[config.mk]
export PLATFORM = sky130hd
export DESIGN_NAME = spsum_search
export DESIGN_NICKNAME = d
export VERILOG_FILES = /design/src/sv/spsum_pkg.sv /design/src/sv/spsum_search.sv
export VERILOG_INCLUDE_DIRS = /design/src /design/src/sv
export SDC_FILE = /design/constraint.sdc
export NUM_CORES = 1
export LEC_CHECK = 0
export CAP_MARGIN = 20
export CORE_MARGIN = 3
export CORE_UTILIZATION = 40
export CTS_BUF_LIST = sky130_fd_sc_hd__clkbuf_4
export CTS_CLUSTER_SIZE = 12
export DETAILED_ROUTE_END_ITERATION = 16
export DONT_BUFFER_PORTS = 1
export PLACE_DENSITY_LB_ADDON = 0.05
export SLEW_MARGIN = 20
export SYNTH_ARGS = -nofsm -noshare
export SYNTH_HDL_FRONTEND = slang
export SYNTH_SLANG_ARGS = --single-unit
[constraint.sdc]
create_clock -name clk_i -period 6.5 [get_ports clk_i]
set_input_delay 0 -clock clk_i [delete_from_list [all_inputs] [get_ports clk_i]]
set_output_delay 0 -clock clk_i [all_outputs]
set_load 0.02 [all_outputs]
[src/sv/sorted_pair_sum_two_pointer_assert.svh]
// Assertion macros used by the sorted pair sum search RTL.
// Defining ASSERT_OFF turns every assertion into an empty statement.
// No dependencies.
`ifndef SORTED_PAIR_SUM_TWO_POINTER_ASSERT_SVH
`define SORTED_PAIR_SUM_TWO_POINTER_ASSERT_SVH

`ifndef ASSERT_OFF
// Checks a property at every rising clock edge outside reset.
`define SPS_ASSERT(lbl, clk, rstn, prop, msg) \
  lbl: assert property (@(posedge clk) disable iff (!(rstn)) (prop)) else $error(msg);
// Checks that a condition never holds outside reset.
`define SPS_ASSERT_NEVER(lbl, clk, rstn, cond, msg) \
  lbl: assert property (@(posedge clk) disable iff (!(rstn)) !(cond)) else $error(msg);
`else
`define SPS_ASSERT(lbl, clk, rstn, prop, msg)
`define SPS_ASSERT_NEVER(lbl, clk, rstn, cond, msg)
`endif

`endif

[src/sv/spsum_pkg.sv]
// Shared types and constants of the sorted pair sum search.
// Used by the search sequencer and the top level. No dependencies.
package spsum_pkg;

  // Width of the reported 1-based positions.
  localparam int unsigned IDX_W = 11;
  // Width of the target sum register.
  localparam int unsigned TGT_W = 32;

  typedef enum logic [1:0] {
    ST_IDLE,
    ST_PRIME,
    ST_SCAN
  } spsum_state_e;

  typedef struct packed {
    logic             done;
    logic             found;
    logic [IDX_W-1:0] first_idx;
    logic [IDX_W-1:0] second_idx;
    logic             ovf;
  } spsum_result_t;

endpackage

[src/sv/spsum_search.sv]
// Two-pointer search sequencer: drives both RAM read ports, compares the pair sum
// with the target and registers the result. Depends on spsum_pkg and the assert macros.
`include "sorted_pair_sum_two_pointer_assert.svh"

module spsum_search
  import spsum_pkg::*;
#(
  parameter int unsigned DEPTH       = 1024,
  parameter int unsigned VALUE_WIDTH = 32
) (
  input  logic                            clk_i,
  input  logic                            rst_ni,
  input  logic                            go_i,
  input  logic [$clog2(DEPTH+1)-1:0]      count_i,
  input  logic                            ovf_i,
  input  logic signed [TGT_W-1:0]         target_i,
  input  logic signed [VALUE_WIDTH-1:0]   rd_a_i,
  input  logic signed [VALUE_WIDTH-1:0]   rd_b_i,
  output logic [$clog2(DEPTH)-1:0]        raddr_a_o,
  output logic [$clog2(DEPTH)-1:0]        raddr_b_o,
  output logic                            busy_o,
  output spsum_result_t                   result_o
);

  localparam int unsigned PTR_W = $clog2(DEPTH);
  localparam int unsigned CNT_W = $clog2(DEPTH + 1);
  localparam int unsigned SUM_W = (VALUE_WIDTH + 1 > TGT_W) ? VALUE_WIDTH + 1 : TGT_W;
  localparam int unsigned XW    = PTR_W + 1;

  spsum_state_e      state_q, state_d;
  logic [PTR_W-1:0]  l_q, l_d, r_q, r_d;
  logic              multi_q, multi_d;
  logic              ovf_q, ovf_d;
  spsum_result_t     res_q, res_d;

  logic signed [SUM_W-1:0] sum, tgt;
  logic [XW-1:0]           l_pos, r_pos;

  assign sum   = SUM_W'(rd_a_i) + SUM_W'(rd_b_i);
  assign tgt   = SUM_W'(target_i);
  assign l_pos = XW'(l_q) + XW'(1);
  assign r_pos = XW'(r_q) + XW'(1);

  always_ff @(posedge clk_i or negedge rst_ni) begin
    if (!rst_ni) begin
      state_q <= ST_IDLE;
      l_q     <= '0;
      r_q     <= '0;
      multi_q <= 1'b0;
      ovf_q   <= 1'b0;
      res_q   <= '0;
    end else begin
      state_q <= state_d;
      l_q     <= l_d;
      r_q     <= r_d;
      multi_q <= multi_d;
      ovf_q   <= ovf_d;
      res_q   <= res_d;
    end
  end

  always_comb begin
    state_d    = state_q;
    l_d        = l_q;
    r_d        = r_q;
    multi_d    = multi_q;
    ovf_d      = ovf_q;
    res_d      = res_q;
    res_d.done = 1'b0;
    raddr_a_o  = l_q;
    raddr_b_o  = r_q;
    unique case (state_q)
      ST_IDLE: begin
        if (go_i) begin
          l_d     = '0;
          r_d     = PTR_W'(count_i - CNT_W'(1));
          multi_d = count_i > CNT_W'(1);
          ovf_d   = ovf_i;
          state_d = ST_PRIME;
        end
      end
      ST_PRIME: begin
        // The read of the outermost pair is issued here when there is a pair at all.
        if (multi_q) begin
          state_d = ST_SCAN;
        end else begin
          res_d   = '{done: 1'b1, found: 1'b0, first_idx: '0, second_idx: '0, ovf: ovf_q};
          state_d = ST_IDLE;
        end
      end
      ST_SCAN: begin
        priority if (sum == tgt) begin
          res_d = '{done: 1'b1, found: 1'b1, first_idx: IDX_W'(l_pos),
                    second_idx: IDX_W'(r_pos), ovf: ovf_q};
          state_d = ST_IDLE;
        end else begin
          if (sum > tgt) begin
            r_d = r_q - PTR_W'(1);
          end else begin
            l_d = l_q + PTR_W'(1);
          end
          // The next pair is fetched in the same cycle the step is decided.
          raddr_a_o = l_d;
          raddr_b_o = r_d;
          if (!(l_d < r_d)) begin
            res_d   = '{done: 1'b1, found: 1'b0, first_idx: '0, second_idx: '0, ovf: ovf_q};
            state_d = ST_IDLE;
          end
        end
      end
      default: begin
        state_d = ST_IDLE;
      end
    endcase
  end

  assign busy_o   = (state_q != ST_IDLE);
  assign result_o = res_q;

  `SPS_ASSERT(a_scan_ptr_order, clk_i, rst_ni, (state_q == ST_SCAN) |-> (l_q < r_q), "pointers crossed during scan")
  `SPS_ASSERT(a_go_primes, clk_i, rst_ni, (go_i && state_q == ST_IDLE) |=> (state_q == ST_PRIME), "search start did not prime")
  `SPS_ASSERT(a_done_single, clk_i, rst_ni, res_q.done |=> !res_q.done, "result strobe lasted more than one cycle")
  `SPS_ASSERT_NEVER(a_nf_zero_idx, clk_i, rst_ni, res_q.done && !res_q.found && (res_q.first_idx != '0 || res_q.second_idx != '0), "not-found result carries nonzero positions")

endmodule

; Word-level counts from Yosys, hierarchy flattened
; Index checks and enable logic that the tools add are counted.
[op_classes]
order_cmp = 3
n_addsub = 6
reduce_logical = 8
eq_ne = 6
mux = 23
[op_table]
columns = op, count
row1 = two-way mux 10 bit, 12
row2 = two-way mux 25 bit, 3
row3 = one-hot mux 25 bit (2 select lines), 1
row4 = one-hot mux 10 bit (2 select lines), 2
row5 = adder 32 x 32 -> 33 bit, 1
row6 = equality test 33 x 32 -> 1 bit, 1
row7 = greater-than comparator 33 x 32 -> 1 bit, 1
row8 = adder 10 x 1 -> 11 bit (second input constant), 2
row9 = subtractor 10 x 1 -> 10 bit (second input constant), 2
row10 = greater-than comparator 11 x 1 -> 1 bit (second input constant), 1
row11 = adder 10 x 1 -> 10 bit (second input constant), 1
row12 = < comparator 10 bit, 1
row13 = two-way mux 2 bit, 4
row14 = one-hot mux 2 bit (3 select lines), 1
row15 = AND reduction 2 bit, 3
row16 = nonzero test 2 bit, 3
row17 = != test 2 bit (second input constant), 2
row18 = != test 3 bit (second input constant), 1
row19 = AND reduction 3 bit, 1
row20 = equality test 2 x 1 -> 1 bit (second input constant), 1
row21 = equality test 2 bit (second input constant), 1
row22 = logical NOT 2 bit, 1
[word_totals]
input_bits = 111
ff_bits = 49
out_inout_bits = 46
elab_cells = 56

; Depth between registers and ports, before layout
; Gate-level depths: netlist of run 1.
[logic_depth]
word_depth = 9
ltp_mapped = 33
depth_no_buf = 31

; Worst setup path after synthesis of run 1
; OpenSTA, ideal clock, no wires.
[synth_path]
kind = input port to flip-flop
start = input port rd_a_i[9]
end = register res_q, in the netlist result_o[10]
cell_stages = 25
setup_ps = 121
slack_ps = -17
n_path_buf = 1
arrival_time_ps = 6397
path_cell_list = ha_1 a211o_1 or4_1 a2111oi_0 o21ai_0 a21oi_1 a21oi_1 nand2b_1 a41o_1 ha_1 and4_1 nand4_1 or4_4 o221ai_4 o211ai_4 a2111oi_4 or3b_1 xor2_1 ha_1 and3_1 nand3_1 o31ai_4 o31ai_4 buf_2 a22o_1
[synth_between]
elab_chain_len = 8
elab_cells_between_ends = 14
classes_between = add/sub: 1 / order compare: 2 / eq/ne: 2 / mux: 8 / reduce/logical: 1
[synth_rtl]
columns = item, line
row1 = from (decl), spsum_search.sv:17  ; input logic signed [VALUE_WIDTH-1:0] rd_a_i,
row2 = adder 32 x 32 -> 33 bit *, spsum_search.sv:39  ; assign sum = SUM_W'(rd_a_i) + SUM_W'(rd_b_i);
row3 = greater-than comparator 33 x 32 -> 1 bit, spsum_search.sv:97  ; if (sum > tgt) begin
row4 = two-way mux 10 bit, spsum_search.sv:97
row5 = two-way mux 10 bit, spsum_search.sv:92  ; priority if (sum == tgt) begin
row6 = two-way mux 10 bit, spsum_search.sv:72  ; unique case (state_q)
row7 = < comparator 10 bit, spsum_search.sv:105  ; if (!(l_d < r_d)) begin
row8 = != test 3 bit (no line), --
row9 = AND reduction 3 bit (no line), --
row10 = to (signal assigned), spsum_search.sv:58  ; res_q <= res_d;
row11 = to (decl), spsum_search.sv:34  ; spsum_result_t res_q, res_d;
; Every way passes the cells marked *; elsewhere a longest branch is shown, timed or not. The select of a mux whose other input is x is not followed.
; A chain may end at the register's enable or synchronous reset.

; Worst setup path after layout of run 1
[layout_path]
start = input port rd_a_i[12]
end = register res_q, in the netlist result_o[1]
; The elaborated chain is that of the path after synthesis.

==> summary.md, run 1 <==
| Metric | Value |
|---|---|
| Status | `complete, no violations` |
| CTS tree | `done` |
| Fin crit share | `94.2%` |
| Proportion of layout cells with a drive suffix above 1 | `15.3%` |
| Hold WS | `0.0295 ns` |
| GR Overflow Total | `0` |
| HP Class | `in2reg` |
| Sequential share of the synthesized area | `20.6%` |
| Ys flop type | `dfrtp_1` |
| Most common cell in the netlist | `ha_1` |
| Antenna diode count | `0` |
| WS Path Type | `in2reg` |
| Routed len/inst | `16.7 um` |
| Vias in the first global route | `5733` |
| Relative slew margins | `49.7%` |
| Final RePlAce weighted congestion | `0.877` |
| Placed cell count | `970` |
| EDFF count, synth | `0` |
| Area contributors post-synth | `dfrtp_1 (21%), ha_1 (17%), xnor2_1 (7.1%), xor2_1 (5.0%), a21oi_1 (4.6%)` |
| Asr flop ratio synth | `100%` |
| Cell Pwr Density | `227 nW/um^2` |
| Die Area | `16400 sq um` |
| Mapped Nets | `937` |
| Synthesized area per cell | `8.01 sq um` |
| Leak pwr | `3.46 nW` |
| Largest stage delay on the critical path | `0.43 ns` |
| First-pass GRT wire length | `27500 um` |
| Vias post-DR | `5597` |
| Drt via density | `5.57` |
| Worst-case clock buffer depth | `2` |
| Count of state elements after synthesis | `49` |
| DR pass1 iterations | `5` |
| Top-area cell type share of the netlist area | `20.6%` |
| RSZ-0062 raised after global routing | `false` |
| Starting Density | `41.9%` |
| Die Wd | `128 um` |
| Skew final | `0.0204 ns` |
| Post-DP HPWL | `13300 um` |
| Commonest cells post-synth | `ha_1 (82), nand2_1 (69), inv_1 (57)` |
| Max Cap Violations | `0` |
| # rows | `43` |
| Fillers | `1389` |
| Synth Instances | `743` |
| Maximum clock rate | `163 MHz` |
| Total GRT Usage | `20.1%` |
| Sinks on Clock Net | `49` |
| Nets | `1017` |
| CP startpoint kind | `input port` |
| Final wirelength | `16800 um` |
| Number of CTS-inserted buffers | `5` |
| Drt initial violations | `260` |
| Core area | `14200 sq um` |
| Max H-tree Level | `2` |
| Mapped Area | `5950 sq um` |
| Worst EP arrival | `6.39 ns` |
| Worst path required time | `6.77 ns` |
| Final Critical Period | `6.12 ns` |
| Synth warn | `0` |
| Post-DRT Antenna Nets | `0` |
| Most Frequent Cell on Critical Path | `buf_4` |
| Non-filler cells, final | `1004` |
| IO Count | `157` |
| Layout Area Growth over Synthesis | `18.2%` |
| Clk_lat worst skew | `0.38 ns` |
| Crit path capture type | `register` |
| Final Max Tran Viols | `0` |
| Slowest-stage cell, CP | `or3b_1` |
| Pwr Total | `1.60 mW` |
| Initial antenna violation count | `0` |
| Worst-path clk slew | `0.16 ns` |
| Final setup viols | `0` |
| Largest net degree at the start of global routing | `50` |
| VDD IR max | `0.104 mV` |
| Leading area contributor after synthesis | `dfrtp_1` |
| Final Hold Fails | `0` |
| CP Max Fanout | `7` |
| Drc violations | `0` |
| Port Buf Inserts | `0` |
| Synth cell types | `66` |
| Slew at the pin closest to its max-slew limit | `0.747 ns` |
| Chip Height | `128 um` |
| CTS Root Cell | `clkbuf_4` |
layout by cell type (no fill, tap or decap), types with 3 or more instances in the layout:
cell / instances
buf_4: 85
ha_1: 82
nand2_1: 69
inv_1: 57
a21oi_1: 53
nor2_1: 50
dfrtp_1: 49
xnor2_1: 47
xor2_1: 34
nand3_1: 31
o21ai_0: 30
a22o_1: 19
nor3_1: 17
a21o_1: 16
and3_1: 16
dlygate4sd3_1: 16
nand4_1: 10
mux2i_1: 9
nor2b_1: 8
o22ai_1: 8
o21a_1: 7
or2_2: 6
a31o_2: 6
nor4_1: 6
o211ai_1: 5
nand2b_1: 5
clkbuf_4: 5
and2_1: 4
o21bai_1: 4
a21boi_0: 3
a31oi_1: 3
o31ai_1: 3
or3_1: 3
o31ai_4: 3
o2bb2ai_1: 3
a32o_1: 3
worst paths after layout:
path	startpoint	to	slack, ns	cells past startpoint
min in group asynchronous	rst_ni	l_q[9]$_DFFE_PN0P_	0.12	2
worst min-delay path	count_i[1]	r_q[1]$_DFFE_PN0P_	0.03	5
worst max register to register	l_q[0]$_DFFE_PN0P_	result_o[1]$_DFFE_PN0P_	2.95	13
max in group asynchronous	rst_ni	r_q[0]$_DFFE_PN0P_	6.16	2
worst max-delay path	rd_a_i[12]	result_o[1]$_DFFE_PN0P_	0.38	30
worst min register to register	ovf_q$_DFFE_PN0P_	ovf_q$_DFFE_PN0P_	0.57	1
area by class of cell:
cell class	instances	area, sq um	share of cell area [%]
flip-flops and latches	49	1230	17.4
clock inverters	3	41.3	0.586
multi-input cells	606	4460	63.4
repair buffers	102	826	11.7
well taps	180	225	3.20
inverters	59	221	3.15
clock buffers	5	37.5	0.533
metal layers:
metal	vias to the layer above	track usage [%]	share of wire [%]
met1	2572	27.5	48
met4	0	3.81	1.3
met5	-	0	0
li1	2828	-	-
met3	16	3.25	5.5
met2	181	33.7	45
worst max-delay path, delay by kind of cell:
| kind | cells | cell delay, ns |
|---|---|---|
| buffers and inverters | 5 | 0.83 |
| XOR/XNOR | 2 | 0.26 |
| AO/OA/AOI/OAI | 14 | 3.12 |
| AND/OR/NAND/NOR | 6 | 1.29 |
| adder cells (fa/ha/maj) | 3 | 0.88 |
cells by family (layout without fill, tap and decap cells):
family	Yosys count	after routing	share of synthesized area (%)
buffers and inverters	89	169	5.80
AOI/OAI and AO/OA	194	195	23.1
DFF	49	49	20.6
xor gates and xnor gates	82	82	12.1
and+or+nand+nor	236	236	19.2
muxes	10	10	1.70
adders and majority gates	83	83	17.6
flip-flops by register name, indices dropped and copies added (netlist names):
name,count
ovf_q,1
multi_q,1
state_q,2
l_q,10
result_o,25
r_q,10
report_power, final:
part	internal, mW	total (mW)	switching, mW
clock	0.0798	0.184	0.104
combinational	0.434	0.955	0.521
sequential	0.344	0.457	0.113
total	0.859	1.60	0.738
through the flow:
step	worst slack [ns]	util, %	area (sq um)	setup TNS (ns)
final	0.377	49.6	7040	0
after global routing	0.000453	49.6	7040	0
after CTS	0.0483	48.7	6920	0
after detailed placement	-0.606	46.7	6640	-14.54
after global placement	-0.446	46.7	6640	-10.41
after floorplan	0.0349	-	5960	0
what timing repair did:
| action | in CTS | in global routing |
|---|---|---|
| gates cloned | 1 | 0 |
| hold endpoints to repair | 63 | 0 |
| hold buffers | 17 | 0 |
| resized for setup | 1 | 13 |
| pin swaps | 0 | 6 |
| setup buffers | 0 | 7 |
| setup endpoints to repair | 24 | 27 |
No activity file was read; power rests on OpenSTA's default activity.
==> inputs of run 2 (changes only) <==
==> constraint.sdc (replaced) <==
create_clock -name clk_i -period 6.5 [get_ports clk_i]
set_input_delay 0.65 -clock clk_i [delete_from_list [all_inputs] [get_ports clk_i]]
set_output_delay 0.65 -clock clk_i [all_outputs]
set_load 0.02 [all_outputs]
==> summary.md, run 2 (same netlist as run 1, synthesis figures left out) <==
| Metric | Value |
|---|---|
| Pwr Total | `1.62 mW` |
| Drt initial violations | `198` |
| CTS tree | `done` |
| WP buf/inv | `3` |
| Fin crit share | `96.3%` |
| Nets | `1014` |
| Worst-path clk slew | `0.16 ns` |
| Core area | `14200 sq um` |
| Leak pwr | `3.48 nW` |
| Final setup viols | `0` |
| Final Hold Fails | `0` |
| First-pass GRT wire length | `26200 um` |
| Chip Height | `128 um` |
| Drt via density | `5.58` |
| CTS Root Cell | `clkbuf_4` |
| Finished Cell Area | `7140 sq um` |
| DP Area | `6860 sq um` |
| Area of the multi-input gates | `4590 sq um` |
| Relative slew margins | `32.1%` |
| Commonest cells after routing, fill and taps aside | `buf_4 (95), ha_1 (76), nand2_1 (69), inv_1 (56), nor2_1 (50)` |
| Maximum clock rate | `160 MHz` |
| Worst-case clock buffer depth | `2` |
| Crit path max-delay family | `simple AND/OR/NAND/NOR gates` |
| CP startpoint kind | `input port` |
| # rows | `43` |
| Largest net degree at the start of global routing | `50` |
| Crit path capture type | `register` |
| Final RePlAce weighted congestion | `0.852` |
| Hold WS | `0.0899 ns` |
| WS Path Type | `in2reg` |
| Sinks on Clock Net | `49` |
| Clk_lat worst skew | `0.39 ns` |
| CP Max Fanout | `12` |
| Slew at the pin closest to its max-slew limit | `1.02 ns` |
| Max Cap Violations | `0` |
| Die Wd | `128 um` |
| Worst EP arrival | `6.55 ns` |
| Vias post-DR | `5591` |
| Number of CTS-inserted buffers | `5` |
| Port Buf Inserts | `0` |
| Post-DRT Antenna Nets | `0` |
| Worst path required time | `6.79 ns` |
| Total GRT Usage | `19.2%` |
| Slowest-stage cell, CP | `or4_4` |
| Final Max Tran Viols | `0` |
| GR Overflow Total | `0` |
| IO Count | `157` |
| Max FFs per register | `25` |
| Drc violations | `0` |
| Initial antenna violation count | `1` |
| Setup_tns | `0 ns` |
| Fillers | `1441` |
| Final Critical Period | `6.26 ns` |
| Cell Pwr Density | `227 nW/um^2` |
| Max H-tree Level | `2` |
| Routed len/inst | `16.3 um` |
| Skew final | `0.00492 ns` |
| Sequential cell area | `1230 sq um` |
| Layout Area Growth over Synthesis | `19.8%` |
| DR pass1 iterations | `5` |
| HP Class | `in2async` |
| Vias in the first global route | `5531` |
| Largest stage delay on the critical path | `0.49 ns` |
| Most common cell after layout, fill and taps aside | `buf_4` |
| RSZ-0062 raised after global routing | `true` |
| Die Area | `16400 sq um` |
| Post-DP HPWL | `13300 um` |
| Status | `complete, no violations` |
| VDD IR max | `0.119 mV` |
| Final wirelength | `16400 um` |
| Proportion of layout cells with a drive suffix above 1 | `19.6%` |
| Starting Density | `41.9%` |
## run 2: cell types whose count changed in the layout (fill, tap and decap cells not counted), sizes merged
cell	delta
clkinvlp	+1
clkinv	-1
o31ai	-1
dlygate4sd3	-16
clkbuf	+1
inv	+1
bufinv	-1
diode	+1
buf	+13
## run 2: cell type report
type	instances	share of cell area (%)
Multi-Input combinational cell	605	64.3
Sequential cell	49	17.2
Timing Repair Buffer	100	11.3
Tap cell	180	3.16
Inverter	59	3.10
Clock buffer	5	0.526
Clock inverter	3	0.368
Antenna cell	1	0.0351
## run 2: per-layer routing
metal	vias to the layer above	track usage, %	part of all wire (%)
li1	2819	-	-
met1	2597	25.7	47
met2	167	32.6	47
met3	8	3.58	6.1
met4	0	3.75	0.50
met5	-	0	0
## run 2: what timing repair did
action / CTS / global route
setup buffers: 0 / 9
gates resized for setup: 0 / 23
hold buffers: 1 / 0
setup endpoints to repair: 0 / 40
endpoints found under the hold margin: 49 / 0
## run 2: where the power goes
group          switching (mW)  internal (mW)
sequential              0.108          0.344
combinational           0.532          0.476
clock                   0.115         0.0449
total                   0.755          0.865
## run 2: through the flow
stage,setup WS (ns),cells,util (%)
2_1_floorplan,-0.0141,743,-
3_3_place_gp,-0.232,981,48.3
3_5_place_dp,-0.323,981,48.3
4_1_cts,0.0931,990,49.0
5_1_grt,-0.0433,1002,50.2
6_report,0.238,1002,50.2
## run 2: worst paths after layout
kind                       cells after the start           startpoint                       to  slack, ns
min                                            1               rst_ni       l_q[7]$_DFFE_PN0P_       0.09
max                                           29            rd_a_i[0]  result_o[8]$_DFFE_PN0P_       0.24
max reg2reg                                   13   l_q[0]$_DFFE_PN0P_  result_o[8]$_DFFE_PN0P_       3.05
min reg2reg                                    2  multi_q$_DFFE_PN0P_      multi_q$_DFFE_PN0P_       0.53
min in group clk_i                             1                ovf_i        ovf_q$_DFFE_PN0P_       0.40
max in group asynchronous                      1               rst_ni       r_q[0]$_DFFE_PN0P_       6.19
## run 2: worst register-to-register path: stages, from the launching register on
cell	delay, ns
dfrtp_1	0.55
ha_1	0.28
and3_1	0.26
and3_1	0.25
and3_1	0.26
nand2_1	0.09
xnor2_1	0.26
ha_1	0.30
a21o_1	0.19
a21o_1	0.24
o31ai_4	0.28
buf_4	0.16
buf_12	0.13
a22o_1	0.14
==> inputs of run 3 (changes only) <==
REMOVE_ABC_BUFFERS = 1   (was unset)
==> summary.md, run 3 (same netlist as run 1, synthesis figures left out) <==
| Metric | Value |
|---|---|
| Status | `complete, no violations` |
| Cell Pwr Density | `229 nW/um^2` |
| Die Wd | `128 um` |
| Fin crit share | `99.2%` |
| Final Hold Fails | `0` |
| Most common cell after layout, fill and taps aside | `buf_4` |
| Routed len/inst | `16.0 um` |
| # rows | `43` |
| Sinks on Clock Net | `49` |
| RSZ-0062 raised after global routing | `true` |
| Post-DP HPWL | `13400 um` |
| Vias post-DR | `5751` |
| DR pass1 iterations | `6` |
| Int Pwr | `0.945 mW` |
| Leak pwr | `3.73 nW` |
| Worst-case clock buffer depth | `2` |
| Number of CTS-inserted buffers | `5` |
| Critical R2R Launch | `l_q[0]$_DFFE_PN0P_` |
| First-pass GRT wire length | `27200 um` |
| Die Area | `16400 sq um` |
| Worst-path clk slew | `0.16 ns` |
| Flop pwr share | `26.8%` |
| Setup ws final | `0.0539 ns` |
| Fillers | `1381` |
| Relative slew margins | `32.5%` |
| Nets | `1046` |
| Worst EP arrival | `6.72 ns` |
| Final RePlAce weighted congestion | `0.883` |
| Commonest cells after routing, fill and taps aside | `buf_4 (122), ha_1 (80), nand2_1 (64), inv_1 (56)` |
| Setup_tns | `0 ns` |
| Most Frequent Cell on Critical Path | `ha_1` |
| Final Max Tran Viols | `0` |
| Antenna diode count | `0` |
| Drc violations | `0` |
| Crit path max-delay family | `compound AO/OA/AOI/OAI gates` |
| Vias in the first global route | `5780` |
| Drt initial violations | `351` |
| Proportion of layout cells with a drive suffix above 1 | `24.6%` |
| Slowest-stage cell, CP | `or4_4` |
| GR Overflow Total | `0` |
| Crit. Startpoint | `rd_a_i[12]` |
| Port Buf Inserts | `0` |
| HP Class | `in2async` |
| Drt via density | `5.57` |
| Max Cap Violations | `0` |
| Skew final | `0.0242 ns` |
| Chip Height | `128 um` |
| Final Critical Period | `6.45 ns` |
| CTS tree | `done` |
| Largest stage delay on the critical path | `0.48 ns` |
| WS Path Type | `in2reg` |
| Final setup viols | `0` |
| Clk_lat worst skew | `0.38 ns` |
| Core area | `14200 sq um` |
| CTS Root Cell | `clkbuf_4` |
| Slew at the pin closest to its max-slew limit | `1.01 ns` |
| Net Switching | `0.771 mW` |
| CP startpoint kind | `input port` |
| Layout Area Growth over Synthesis | `26.0%` |
| Maximum clock rate | `155 MHz` |
| DP Worst Slack | `-0.910 ns` |
| Initial antenna violation count | `0` |
| VDD IR max | `0.132 mV` |
| Pwr Total | `1.72 mW` |
| IO Count | `157` |
| Max H-tree Level | `2` |
| CP Max Fanout | `24` |
| WP buf/inv | `2` |
| Total GRT Usage | `20.0%` |
| Final wirelength | `16500 um` |
| Crit path capture type | `register` |
| Switch share | `44.9%` |
| Combinational power share | `64.3%` |
| Starting Density | `41.9%` |
| Post-DRT Antenna Nets | `0` |
| Max FFs per register | `25` |
| Worst path required time | `6.78 ns` |
| Clock Power Share | `9.0%` |
| Largest net degree at the start of global routing | `50` |
-- run 3: per-layer routing --
metal | global-route usage [%] | part of all wire, % | vias to the layer above
met3 | 4.00 | 6.0 | 17
met1 | 26.2 | 46 | 2706
met5 | 0 | 0 | -
li1 | - | - | 2876
met4 | 4.31 | 1.4 | 0
met2 | 33.9 | 46 | 152
-- run 3: repair_timing --
item,4_1_cts,5_1_grt
endpoints found under the hold margin,49,0
gates resized for setup,23,62
hold buffers,1,0
endpoints found under the setup margin,46,41
gates cloned,0,1
pin swaps,9,29
setup buffers,3,10
-- run 3: path summary, 6_finish.rpt --
check	slack [ns]	cells after the start	end
max	0.05	27	result_o[7]$_DFFE_PN0P_
min	0.1	1	result_o[17]$_DFFE_PN0P_
max reg2reg	3.07	12	result_o[7]$_DFFE_PN0P_
min reg2reg	0.53	1	ovf_q$_DFFE_PN0P_
max in group asynchronous	6.17	1	r_q[2]$_DFFE_PN0P_
min in group clk_i	0.42	2	state_q[0]$_DFFE_PN0P_
-- run 3: through the flow --
stage                     utilization, %  area [sq um]  instances  hold slack [ns]
after floorplan                        -          5830        713            0.354
after global placement              48.9          6950       1010            0.356
after detailed placement            48.9          6950       1010            0.356
after CTS                           50.2          7130       1022           0.0968
after global routing                52.8          7500       1033           0.0746
final                               52.8          7500       1033           0.0992
-- run 3: layout make-up --
cell class / instances / area, sq um / area share, %
multi-input cells: 605 / 4710 / 62.9
well taps: 180 / 225 / 3.00
repair buffers: 132 / 1050 / 14.0
inverters: 59 / 221 / 2.95
clock buffers: 6 / 45.0 / 0.601
flip-flops and latches: 49 / 1230 / 16.3
clock inverters: 2 / 13.8 / 0.184
-- run 3: power groups by stage --
| stage | clock, mW | sequential [mW] | combinational (mW) |
|---|---|---|---|
| after floorplan | 0 | 0.426 | 0.654 |
| after global placement | 0 | 0.453 | 0.973 |
| after detailed placement | 0 | 0.454 | 0.981 |
| after CTS | 0.162 | 0.449 | 1.01 |
| after global routing | 0.173 | 0.473 | 1.23 |
| final | 0.154 | 0.459 | 1.10 |
